## config.mk

```make
export PLATFORM = sky130hd
export DESIGN_NAME = cascaded_first_order_iir
export DESIGN_NICKNAME = d
export VERILOG_FILES = /design/src/rtl/core/cfoiir_pkg.sv /design/src/rtl/core/cascaded_first_order_iir.sv
export VERILOG_INCLUDE_DIRS = /design/src /design/src/rtl/core
export SDC_FILE = /design/constraint.sdc
export NUM_CORES = 2
export LEC_CHECK = 0
export BUFFER_PORTS_ARGS = -buffer_cell sky130_fd_sc_hd__clkbuf_2
export CELL_PAD_IN_SITES_DETAIL_PLACEMENT = 1
export CELL_PAD_IN_SITES_GLOBAL_PLACEMENT = 2
export CORE_MARGIN = 2
export CORE_UTILIZATION = 30
export CTS_BUF_LIST = sky130_fd_sc_hd__clkbuf_16
export CTS_CLUSTER_DIAMETER = 50
export DETAILED_ROUTE_END_ITERATION = 7
export PLACE_DENSITY = 0.53
export SLEW_MARGIN = 0
export SYNTH_ARGS = -nofsm -noshare
export SYNTH_HDL_FRONTEND = slang
export SYNTH_SLANG_ARGS = --single-unit
```

## constraint.sdc

```tcl
create_clock -name clk -period 16.65 [get_ports clk]
set_input_delay 3.33 -clock clk [delete_from_list [all_inputs] [get_ports clk]]
set_output_delay 3.33 -clock clk [all_outputs]
set_load 0.005 [all_outputs]
```

## src/rtl/core/cascaded_first_order_iir_macros.svh

```systemverilog
// Assertion macros for the cascaded first-order IIR filter.
`ifndef CASCADED_FIRST_ORDER_IIR_MACROS_SVH
`define CASCADED_FIRST_ORDER_IIR_MACROS_SVH

// Same-cycle implication, sampled on clk and disabled during reset.
`define IIR_ASSERT_NOW(label, ante, cons, msg) \
  label: assert property (@(posedge clk) disable iff (rst) (ante) |-> (cons)) else $error(msg);

// Next-cycle implication, sampled on clk and disabled during reset.
`define IIR_ASSERT_NEXT(label, ante, cons, msg) \
  label: assert property (@(posedge clk) disable iff (rst) (ante) |=> (cons)) else $error(msg);

`endif

```

## src/rtl/core/cfoiir_pkg.sv

```systemverilog
// Types, constants and microcode ROM of the cascaded first-order IIR filter.
package cfoiir_pkg;

  localparam int SAMPLE_BITS = 24;
  localparam int COEF_BITS   = 16;
  localparam int FRAC_BITS   = 8;
  localparam int CHAN_BITS   = 4;
  localparam int MODE_BITS   = 2;
  localparam int STATE_BITS  = SAMPLE_BITS + FRAC_BITS;
  localparam int DIFF_BITS   = STATE_BITS + 2;
  localparam int PROD_BITS   = COEF_BITS + 1 + DIFF_BITS;
  localparam int MULQ_BITS   = PROD_BITS - COEF_BITS;
  localparam int SUM_BITS    = MULQ_BITS + 1;
  localparam int PC_BITS     = 4;
  localparam int REG_BITS    = 2;

  localparam logic [COEF_BITS-1:0] ALPHA_RESET = COEF_BITS'(32768);

  typedef enum logic [REG_BITS-1:0] {
    REG_FILTER_MODE = 2'd0,
    REG_ALPHA_LOW   = 2'd1,
    REG_ALPHA_HIGH  = 2'd2,
    REG_ALPHA_DC    = 2'd3
  } reg_index_t;

  typedef enum logic [MODE_BITS-1:0] {
    MODE_LOWPASS  = 2'd0,
    MODE_HIGHPASS = 2'd1,
    MODE_BANDPASS = 2'd2,
    MODE_DC_BAND  = 2'd3
  } mode_t;

  typedef enum logic [3:0] {
    ACT_NOP,
    ACT_LOAD,
    ACT_DIFF_LOW,
    ACT_DIFF_HIGH,
    ACT_DIFF_DC,
    ACT_MUL_LOW,
    ACT_MUL_HIGH,
    ACT_MUL_DC,
    ACT_FIN_LOW,
    ACT_FIN_HIGH,
    ACT_FIN_DC
  } act_t;

  typedef enum logic [1:0] {
    SEQ_NEXT,
    SEQ_JUMP,
    SEQ_DISPATCH,
    SEQ_END
  } seq_t;

  typedef struct packed {
    act_t               act;
    seq_t               seq;
    logic [PC_BITS-1:0] target;
  } ctrl_t;

  localparam logic [PC_BITS-1:0] P_DISPATCH  = 4'd0;
  localparam logic [PC_BITS-1:0] P_BLOCK     = 4'd1;
  localparam logic [PC_BITS-1:0] P_LOWPASS   = 4'd2;
  localparam logic [PC_BITS-1:0] P_HIGHPASS  = 4'd5;
  localparam logic [PC_BITS-1:0] P_BANDPASS  = 4'd8;
  localparam logic [PC_BITS-1:0] P_DC_BAND   = 4'd11;

  typedef struct packed {
    logic [CHAN_BITS-1:0]          channel;
    logic signed [SAMPLE_BITS-1:0] sample_in;
    logic                          block_start;
  } in_word_t;

  typedef struct packed {
    logic [CHAN_BITS-1:0]          channel_out;
    logic signed [SAMPLE_BITS-1:0] sample_out;
    logic                          saturated;
  } out_word_t;

  typedef struct packed {
    logic signed [STATE_BITS-1:0] value;
    logic                         hit;
  } clip_t;

  function automatic ctrl_t ucode(input logic [PC_BITS-1:0] pc);
    ctrl_t c;
    c = '{act: ACT_NOP, seq: SEQ_END, target: P_DISPATCH};
    case (pc)
      4'd0:  c = '{act: ACT_NOP,       seq: SEQ_DISPATCH, target: P_DISPATCH};
      4'd1:  c = '{act: ACT_LOAD,      seq: SEQ_END,      target: P_DISPATCH};
      4'd2:  c = '{act: ACT_DIFF_LOW,  seq: SEQ_NEXT,     target: P_DISPATCH};
      4'd3:  c = '{act: ACT_MUL_LOW,   seq: SEQ_NEXT,     target: P_DISPATCH};
      4'd4:  c = '{act: ACT_FIN_LOW,   seq: SEQ_END,      target: P_DISPATCH};
      4'd5:  c = '{act: ACT_DIFF_HIGH, seq: SEQ_NEXT,     target: P_DISPATCH};
      4'd6:  c = '{act: ACT_MUL_HIGH,  seq: SEQ_NEXT,     target: P_DISPATCH};
      4'd7:  c = '{act: ACT_FIN_HIGH,  seq: SEQ_END,      target: P_DISPATCH};
      4'd8:  c = '{act: ACT_DIFF_LOW,  seq: SEQ_NEXT,     target: P_DISPATCH};
      4'd9:  c = '{act: ACT_MUL_LOW,   seq: SEQ_NEXT,     target: P_DISPATCH};
      4'd10: c = '{act: ACT_FIN_LOW,   seq: SEQ_JUMP,     target: P_HIGHPASS};
      4'd11: c = '{act: ACT_DIFF_DC,   seq: SEQ_NEXT,     target: P_DISPATCH};
      4'd12: c = '{act: ACT_MUL_DC,    seq: SEQ_NEXT,     target: P_DISPATCH};
      4'd13: c = '{act: ACT_FIN_DC,    seq: SEQ_JUMP,     target: P_BANDPASS};
      default: c = '{act: ACT_NOP,     seq: SEQ_END,      target: P_DISPATCH};
    endcase
    return c;
  endfunction

  function automatic logic [PC_BITS-1:0] mode_entry(input mode_t mode);
    logic [PC_BITS-1:0] p;
    p = P_LOWPASS;
    case (mode)
      MODE_LOWPASS:  p = P_LOWPASS;
      MODE_HIGHPASS: p = P_HIGHPASS;
      MODE_BANDPASS: p = P_BANDPASS;
      MODE_DC_BAND:  p = P_DC_BAND;
      default:       p = P_LOWPASS;
    endcase
    return p;
  endfunction

  function automatic clip_t clip_state(input logic signed [SUM_BITS-1:0] v);
    clip_t r;
    logic signed [SUM_BITS-1:0] back;
    back = SUM_BITS'($signed(v[STATE_BITS-1:0]));
    r.hit = (back != v);
    if (!r.hit) begin
      r.value = v[STATE_BITS-1:0];
    end else if (v[SUM_BITS-1]) begin
      r.value = {1'b1, {(STATE_BITS-1){1'b0}}};
    end else begin
      r.value = {1'b0, {(STATE_BITS-1){1'b1}}};
    end
    return r;
  endfunction

endpackage

```

## src/rtl/core/cascaded_first_order_iir.sv

```systemverilog
// Top level of the cascaded first-order IIR filter with its microcoded datapath.
// One word in gives one word out, in order, for the channel it names. A small
// microcode program steers one shared multiplier through three steps per filter
// stage (difference, coefficient product, clip and state write-back), after one
// dispatch step that picks the program from the mode and the block-start flag.
// The input is stalled while a word runs its program and is taken again once
// its result has been posted, so no new word enters before the last is done.
// Channel state lives in five single-port arrays of CHANNELS entries read once
// per word; a channel must see a block-start word before its state is meaningful.
`include "cascaded_first_order_iir_macros.svh"

module cascaded_first_order_iir #(
  parameter int CHANNELS = 16
) (
  input  logic                                clk,
  input  logic                                rst,
  input  logic                                cfg_write,
  input  logic [cfoiir_pkg::REG_BITS-1:0]     cfg_index,
  input  logic [cfoiir_pkg::COEF_BITS-1:0]    cfg_data,
  input  logic                                in_valid,
  output logic                                in_stall,
  input  cfoiir_pkg::in_word_t                in_data,
  output logic                                out_valid,
  input  logic                                out_stall,
  output cfoiir_pkg::out_word_t               out_data
);

  localparam int IDX_W = (CHANNELS > 1) ? $clog2(CHANNELS) : 1;
  localparam int SB    = cfoiir_pkg::STATE_BITS;
  localparam int DB    = cfoiir_pkg::DIFF_BITS;
  localparam int PB    = cfoiir_pkg::PROD_BITS;
  localparam int QB    = cfoiir_pkg::MULQ_BITS;
  localparam int UB    = cfoiir_pkg::SUM_BITS;
  localparam int CB    = cfoiir_pkg::COEF_BITS;
  localparam int FB    = cfoiir_pkg::FRAC_BITS;

  cfoiir_pkg::mode_t           mode;
  logic [CB-1:0]               alpha_low;
  logic [CB-1:0]               alpha_high;
  logic [CB-1:0]               alpha_dc;

  logic                        busy;
  logic [cfoiir_pkg::PC_BITS-1:0] pc;
  cfoiir_pkg::ctrl_t           ctrl;
  logic                        accept;
  logic                        fire;

  logic [cfoiir_pkg::CHAN_BITS-1:0] chan;
  logic [IDX_W-1:0]            idx;
  logic [IDX_W-1:0]            idx_in;
  logic                        blk;
  logic                        flag;
  logic signed [SB-1:0]        x;
  logic signed [DB-1:0]        d;
  logic signed [QB-1:0]        p;

  logic signed [SB-1:0]        rd_low;
  logic signed [SB-1:0]        rd_dc_in;
  logic signed [SB-1:0]        rd_dc_out;
  logic signed [SB-1:0]        rd_high_in;
  logic signed [SB-1:0]        rd_high_out;

  logic signed [SB-1:0]        low_mem     [CHANNELS];
  logic signed [SB-1:0]        dc_in_mem   [CHANNELS];
  logic signed [SB-1:0]        dc_out_mem  [CHANNELS];
  logic signed [SB-1:0]        high_in_mem [CHANNELS];
  logic signed [SB-1:0]        high_out_mem[CHANNELS];

  logic [CB-1:0]               coef;
  logic signed [PB-1:0]        prod;
  logic signed [DB-1:0]        diff;
  logic signed [UB-1:0]        sum;
  cfoiir_pkg::clip_t           y;
  logic signed [SB-1:0]        res_value;
  logic                        res_sat;

  always_comb begin
    idx_in = '0;
    for (int i = 0; i < (1 << cfoiir_pkg::CHAN_BITS); i++) begin
      if (in_data.channel == cfoiir_pkg::CHAN_BITS'(i)) begin
        idx_in = IDX_W'(i % CHANNELS);
      end
    end
  end

  assign ctrl     = cfoiir_pkg::ucode(pc);
  assign in_stall = busy;
  assign accept   = in_valid && !busy;
  assign fire     = busy && !(ctrl.seq == cfoiir_pkg::SEQ_END && out_valid && out_stall);

  always_ff @(posedge clk) begin
    if (rst) begin
      mode       <= cfoiir_pkg::MODE_LOWPASS;
      alpha_low  <= cfoiir_pkg::ALPHA_RESET;
      alpha_high <= cfoiir_pkg::ALPHA_RESET;
      alpha_dc   <= cfoiir_pkg::ALPHA_RESET;
    end else if (cfg_write) begin
      case (cfg_index)
        cfoiir_pkg::REG_FILTER_MODE: mode       <= cfoiir_pkg::mode_t'(cfg_data[1:0]);
        cfoiir_pkg::REG_ALPHA_LOW:   alpha_low  <= cfg_data;
        cfoiir_pkg::REG_ALPHA_HIGH:  alpha_high <= cfg_data;
        cfoiir_pkg::REG_ALPHA_DC:    alpha_dc   <= cfg_data;
        default: ;
      endcase
    end
  end

  always_comb begin
    case (ctrl.act)
      cfoiir_pkg::ACT_MUL_HIGH: coef = alpha_high;
      cfoiir_pkg::ACT_MUL_DC:   coef = alpha_dc;
      default:                  coef = alpha_low;
    endcase
    prod = $signed({1'b0, coef}) * d;

    case (ctrl.act)
      cfoiir_pkg::ACT_DIFF_HIGH: diff = DB'(rd_high_out) + DB'(x) - DB'(rd_high_in);
      cfoiir_pkg::ACT_DIFF_DC:   diff = DB'(rd_dc_out) + DB'(x) - DB'(rd_dc_in);
      default:                   diff = DB'(x) - DB'(rd_low);
    endcase

    if (ctrl.act == cfoiir_pkg::ACT_FIN_LOW) begin
      sum = UB'(rd_low) + UB'(p);
    end else begin
      sum = UB'(p);
    end
    y = cfoiir_pkg::clip_state(sum);

    if (ctrl.act == cfoiir_pkg::ACT_LOAD) begin
      res_value = x;
      res_sat   = 1'b0;
    end else begin
      res_value = y.value;
      res_sat   = flag | y.hit;
    end
  end

  always_ff @(posedge clk) begin
    if (rst) begin
      busy      <= 1'b0;
      pc        <= cfoiir_pkg::P_DISPATCH;
      out_valid <= 1'b0;
    end else begin
      if (fire && ctrl.seq == cfoiir_pkg::SEQ_END) begin
        out_valid <= 1'b1;
      end else if (out_valid && !out_stall) begin
        out_valid <= 1'b0;
      end
      if (accept) begin
        busy <= 1'b1;
        pc   <= cfoiir_pkg::P_DISPATCH;
      end else if (fire) begin
        case (ctrl.seq)
          cfoiir_pkg::SEQ_NEXT:     pc <= pc + 1'b1;
          cfoiir_pkg::SEQ_JUMP:     pc <= ctrl.target;
          cfoiir_pkg::SEQ_DISPATCH: pc <= blk ? cfoiir_pkg::P_BLOCK
                                              : cfoiir_pkg::mode_entry(mode);
          cfoiir_pkg::SEQ_END:      busy <= 1'b0;
          default: busy <= 1'b0;
        endcase
      end
    end
  end

  always_ff @(posedge clk) begin
    if (accept) begin
      chan <= in_data.channel;
      idx  <= idx_in;
      blk  <= in_data.block_start;
      flag <= 1'b0;
      x    <= {in_data.sample_in, {FB{1'b0}}};
    end else if (fire) begin
      case (ctrl.act)
        cfoiir_pkg::ACT_DIFF_LOW,
        cfoiir_pkg::ACT_DIFF_HIGH,
        cfoiir_pkg::ACT_DIFF_DC: d <= diff;
        cfoiir_pkg::ACT_MUL_LOW,
        cfoiir_pkg::ACT_MUL_HIGH,
        cfoiir_pkg::ACT_MUL_DC: p <= prod[PB-1:CB];
        cfoiir_pkg::ACT_FIN_LOW,
        cfoiir_pkg::ACT_FIN_HIGH,
        cfoiir_pkg::ACT_FIN_DC: begin
          x    <= y.value;
          flag <= flag | y.hit;
        end
        default: ;
      endcase
    end
    if (fire && ctrl.seq == cfoiir_pkg::SEQ_END) begin
      out_data.channel_out <= chan;
      out_data.sample_out  <= res_value[SB-1:FB];
      out_data.saturated   <= res_sat;
    end
  end

  always_ff @(posedge clk) begin
    if (accept) begin
      rd_low      <= low_mem[idx_in];
      rd_dc_in    <= dc_in_mem[idx_in];
      rd_dc_out   <= dc_out_mem[idx_in];
      rd_high_in  <= high_in_mem[idx_in];
      rd_high_out <= high_out_mem[idx_in];
    end
    if (fire) begin
      case (ctrl.act)
        cfoiir_pkg::ACT_LOAD: begin
          low_mem[idx]      <= x;
          dc_in_mem[idx]    <= x;
          dc_out_mem[idx]   <= x;
          high_in_mem[idx]  <= x;
          high_out_mem[idx] <= x;
        end
        cfoiir_pkg::ACT_FIN_LOW: low_mem[idx] <= y.value;
        cfoiir_pkg::ACT_FIN_HIGH: begin
          high_in_mem[idx]  <= x;
          high_out_mem[idx] <= y.value;
        end
        cfoiir_pkg::ACT_FIN_DC: begin
          dc_in_mem[idx]  <= x;
          dc_out_mem[idx] <= y.value;
        end
        default: ;
      endcase
    end
  end

  `IIR_ASSERT_NEXT(a_accept_dispatch, accept, busy && pc == cfoiir_pkg::P_DISPATCH, "accepted word did not start at dispatch")
  `IIR_ASSERT_NEXT(a_stay_busy, busy && ctrl.seq != cfoiir_pkg::SEQ_END, busy, "sequencer left a program before its end step")
  `IIR_ASSERT_NEXT(a_block_clean, fire && ctrl.act == cfoiir_pkg::ACT_LOAD, out_valid && !out_data.saturated, "block-start word reported saturation")
  `IIR_ASSERT_NOW(a_no_fire_idle, !busy, !fire, "microcode step executed while idle")

endmodule
```

==> results.yml <==
synthesis:
  synth-main-ff-cell: "edfxtp_1"
  ys_warn_count: 0
  netlist_area_sq_um: 138000
  ys_types: 89
  yosys_register_bits: 2924
  synthTopCellsByArea: "edfxtp_1 (62%), mux4_2 (13%), fa_1 (8.4%)"
  synth_cells: 8233
  synth_nets: 9132
  synth.largest_area_cell: "edfxtp_1"
  synth_edf_count: 2851
  avgSynthCellArea_sq_um: 16.7
  synth_top_area_share_pct: 62.1
  async_flop_share_pct: 0
  ys_seq_area_share_pct: 63.2
floorplanning:
  die_width_microns: 682
  num_io_pins: 83
  die-height_microns: 682
  num_rows: 248
  initial_utilization_pct: 30.2
  core_sq_um: 457000
  die_area_sq_um: 465000
setup_path:
  reg2reg_depth: 29
  rrSetupSlack_ps: 7640
  crit_family: "adder cells"
  critPathKind: "reg -> reg"
  r2r_end: "p[33]$_DFFE_PP_"
  crit_fanout: 32
  critPathSlowestCell: "dfxtp_1"
  cp-end-kind: "flip-flop"
  startpoint_type: "flip-flop"
  worst-path-buf-inv: 6
  cp_common_cell: "fa_1"
  required_ps: 17310
  rr_startpoint: "ctrl[9]$_DFF_P_"
  startpoint: "ctrl[9]$_DFF_P_"
  crit_arrival_ps: 9670
  cpPeakStageDelay_ps: 630
sta:
  final_max_slew_viol_count: 0
  finalSetupViolCount: 0
  worst_slew_pin_slew_ps: 1320
  fin_crit_ps: 9010
  finalHoldViolations: 0
  finClkSkew_ps: 109
  setup_tns_ps: 0
  post-route-period-util_pct: 54.1
  relSlewSlack_pct: 11.7
  hold-worst-slack_ps: 416
  rsz0062_at_grt: "no"
  fmax_mhz: 111
  fin_ws_ps: 7640
drt:
  viasPerCell: 5.04
  wl_per_cell_microns: 31.2
  antenna_left: 0
  postRouteWirelength_microns: 470000
  drc: 0
  firstDrtPassIters: 7
  via_count: 75860
  drtIter0Drc: 6612
cells_and_area:
  final_core_util_pct: 35.0
  nNetsFinal: 9503
  layout-drive-gt1-share_pct: 21.2
  final_cell_area_sq_um: 160000
  layout_common_cells: "edfxtp_1 (2851), inv_1 (948), mux4_2 (780)"
  mostFrequentLayoutCell: "edfxtp_1"
  num-fill-cells: 45940
  area_growth_pct: 16.1
placement:
  hpwl_microns: 296000
  placement.io_buffers: 82
  dp_slack_ps: 7590
  postPlaceCellArea_sq_um: 148000
  place.gp.congestion: 0.836
clock_tree:
  clock_path_buffers: 4
  hold_buffers: 0
  numCtsBuffers: 378
  cts_tree: "built"
  root_buffer: "clkbuf_16"
  clk_pin_slew_ps: 60
  postCtsSetupBuffers: 0
  cts_resized: 0
  htree_levels: 5
  cts_num_sinks: 2924
  worstSkewPairLatency_ps: 1010
pwr:
  pwr-share-seq_pct: 44.6
  p_switching_uw: 4880
  power.leakage_uw: 0.0562
  max-vdd-ir-drop_uv: 90.8
  p_comb_share_pct: 12.1
  powerDensity_nw_per_um2: 116
  switching_share_pct: 26.3
  clkPwrFrac_pct: 43.3
  p_int_uw: 13700
worst_hold_path:
  whs_path_depth: 0
  min_from: "chan[0]$_DFFE_PP_"
  hold_end: "out_data[25]$_DFFE_PP_"
  hold_path.class: "reg -> reg"
grt:
  grt_overflow: 0
  antenna_found_initial: 24
  grt_use_total_pct: 20.2
  grt_pass1_vias: 82568
  grt_max_degree: 95
  grt_pass1_wl_microns: 660000
flow_run:
  maxCapViolCount: 0
run_status:
  status: "finished, final reports clean"
state kept, by name, indices dropped and copies added (netlist names), 4 cells and up:
name	flops
dc_out_mem	512
alpha_low	16
rd_high_out	32
ctrl	8
chan	4
high_out_mem	512
high_in_mem	512
rd_dc_in	32
d	34
dc_in_mem	512
rd_low	32
out_data	29
low_mem	512
alpha_dc	16
x	32
rd_dc_out	32
idx	4
alpha_high	16
pc	4
p	35
rd_high_in	32
worst reg2reg max path, delay by kind of cell, from the launching register on:
family,cells,cell delay [ps]
AND/OR/NAND/NOR,4,600
adder cells (fa/ha/maj),7,3450
XOR/XNOR,1,90
buffers and inverters,6,1120
AO/OA/AOI/OAI,11,2850
flip-flops,1,630
logic make-up after synthesis:
group                    Yosys count  share of synthesized area [%]
adder cells (fa/ha/maj)          847                           10.9
flip-flops                      2924                           63.2
XOR/XNOR                         144                          0.915
buffers and inverters           1267                           3.47
AND/OR/NAND/NOR                 1372                           4.57
AO/OA/AOI/OAI                    849                           3.92
multiplexers                     830                           13.1
per-layer routing:
metal / GRT usage, % / wire length (microns) / vias to the layer above
met5: 0 / 27 / -
met4: 5.95 / 15300 / 4
met3: 2.52 / 21400 / 590
met2: 32.9 / 223000 / 1845
met1: 28.3 / 210000 / 41818
li1: - / - / 31603
cells in the mapped netlist (all sizes together) (18+ instances only):
library cell and n:
inv 889, clkbuf 317, o31ai 51, ha 266, fa 581, o21a 23
nor3 24, a31oi 21, edfxtp 2851, a22oi 29, and2 51, xor2 56
nor2b 209, nand2 687, nor2 230, nand2b 37, mux2i 47, a211oi 42
buf 60, mux4 780, o21ai 213, dfxtp 73, xnor2 88, nand3 40
a21oi 241, a21o 96, nand4 18
cell type report:
cell class	count	area, sq um	area share (%)
sequential	2924	87100	54.4
multi-input combinational	4042	46900	29.3
clock buffer	381	9530	5.95
tap	6125	7660	4.79
inverter	890	3340	2.09
clock inverter	311	2820	1.76
timing repair buffer	368	2720	1.70
antenna	9	22.5	0.0141
metrics by stage:
| stage | total power (uW) | cells |
|---|---|---|
| after floorplan | 9760 | 8233 |
| after global placement | 10700 | 14349 |
| after detailed placement | 10700 | 14349 |
| after CTS | 18800 | 15041 |
| after global routing | 19200 | 15042 |
| final | 18500 | 15050 |
power by group through the flow:
stage | clock (uW) | sequential [uW] | combinational (uW)
after detailed placement | 0 | 8420 | 2250
after CTS | 8220 | 8260 | 2280
after global placement | 0 | 8420 | 2250
after floorplan | 0 | 8390 | 1370
final | 8030 | 8260 | 2250
after global routing | 8470 | 8270 | 2460
how the worst max path moves through the flow:
stage                            to  slack [ps]  cells after the start
finish              p[33]$_DFFE_PP_        7640                     29
global route        p[31]$_DFFE_PP_        7010                     28
CTS                 p[33]$_DFFE_PP_        7540                     29
detailed placement  p[33]$_DFFE_PP_        7590                     29
global placement    p[33]$_DFFE_PP_        7600                     29
floorplan             blk$_DFFE_PP_        7540                      3
Note: power is estimated with default switching activity, not from simulation.
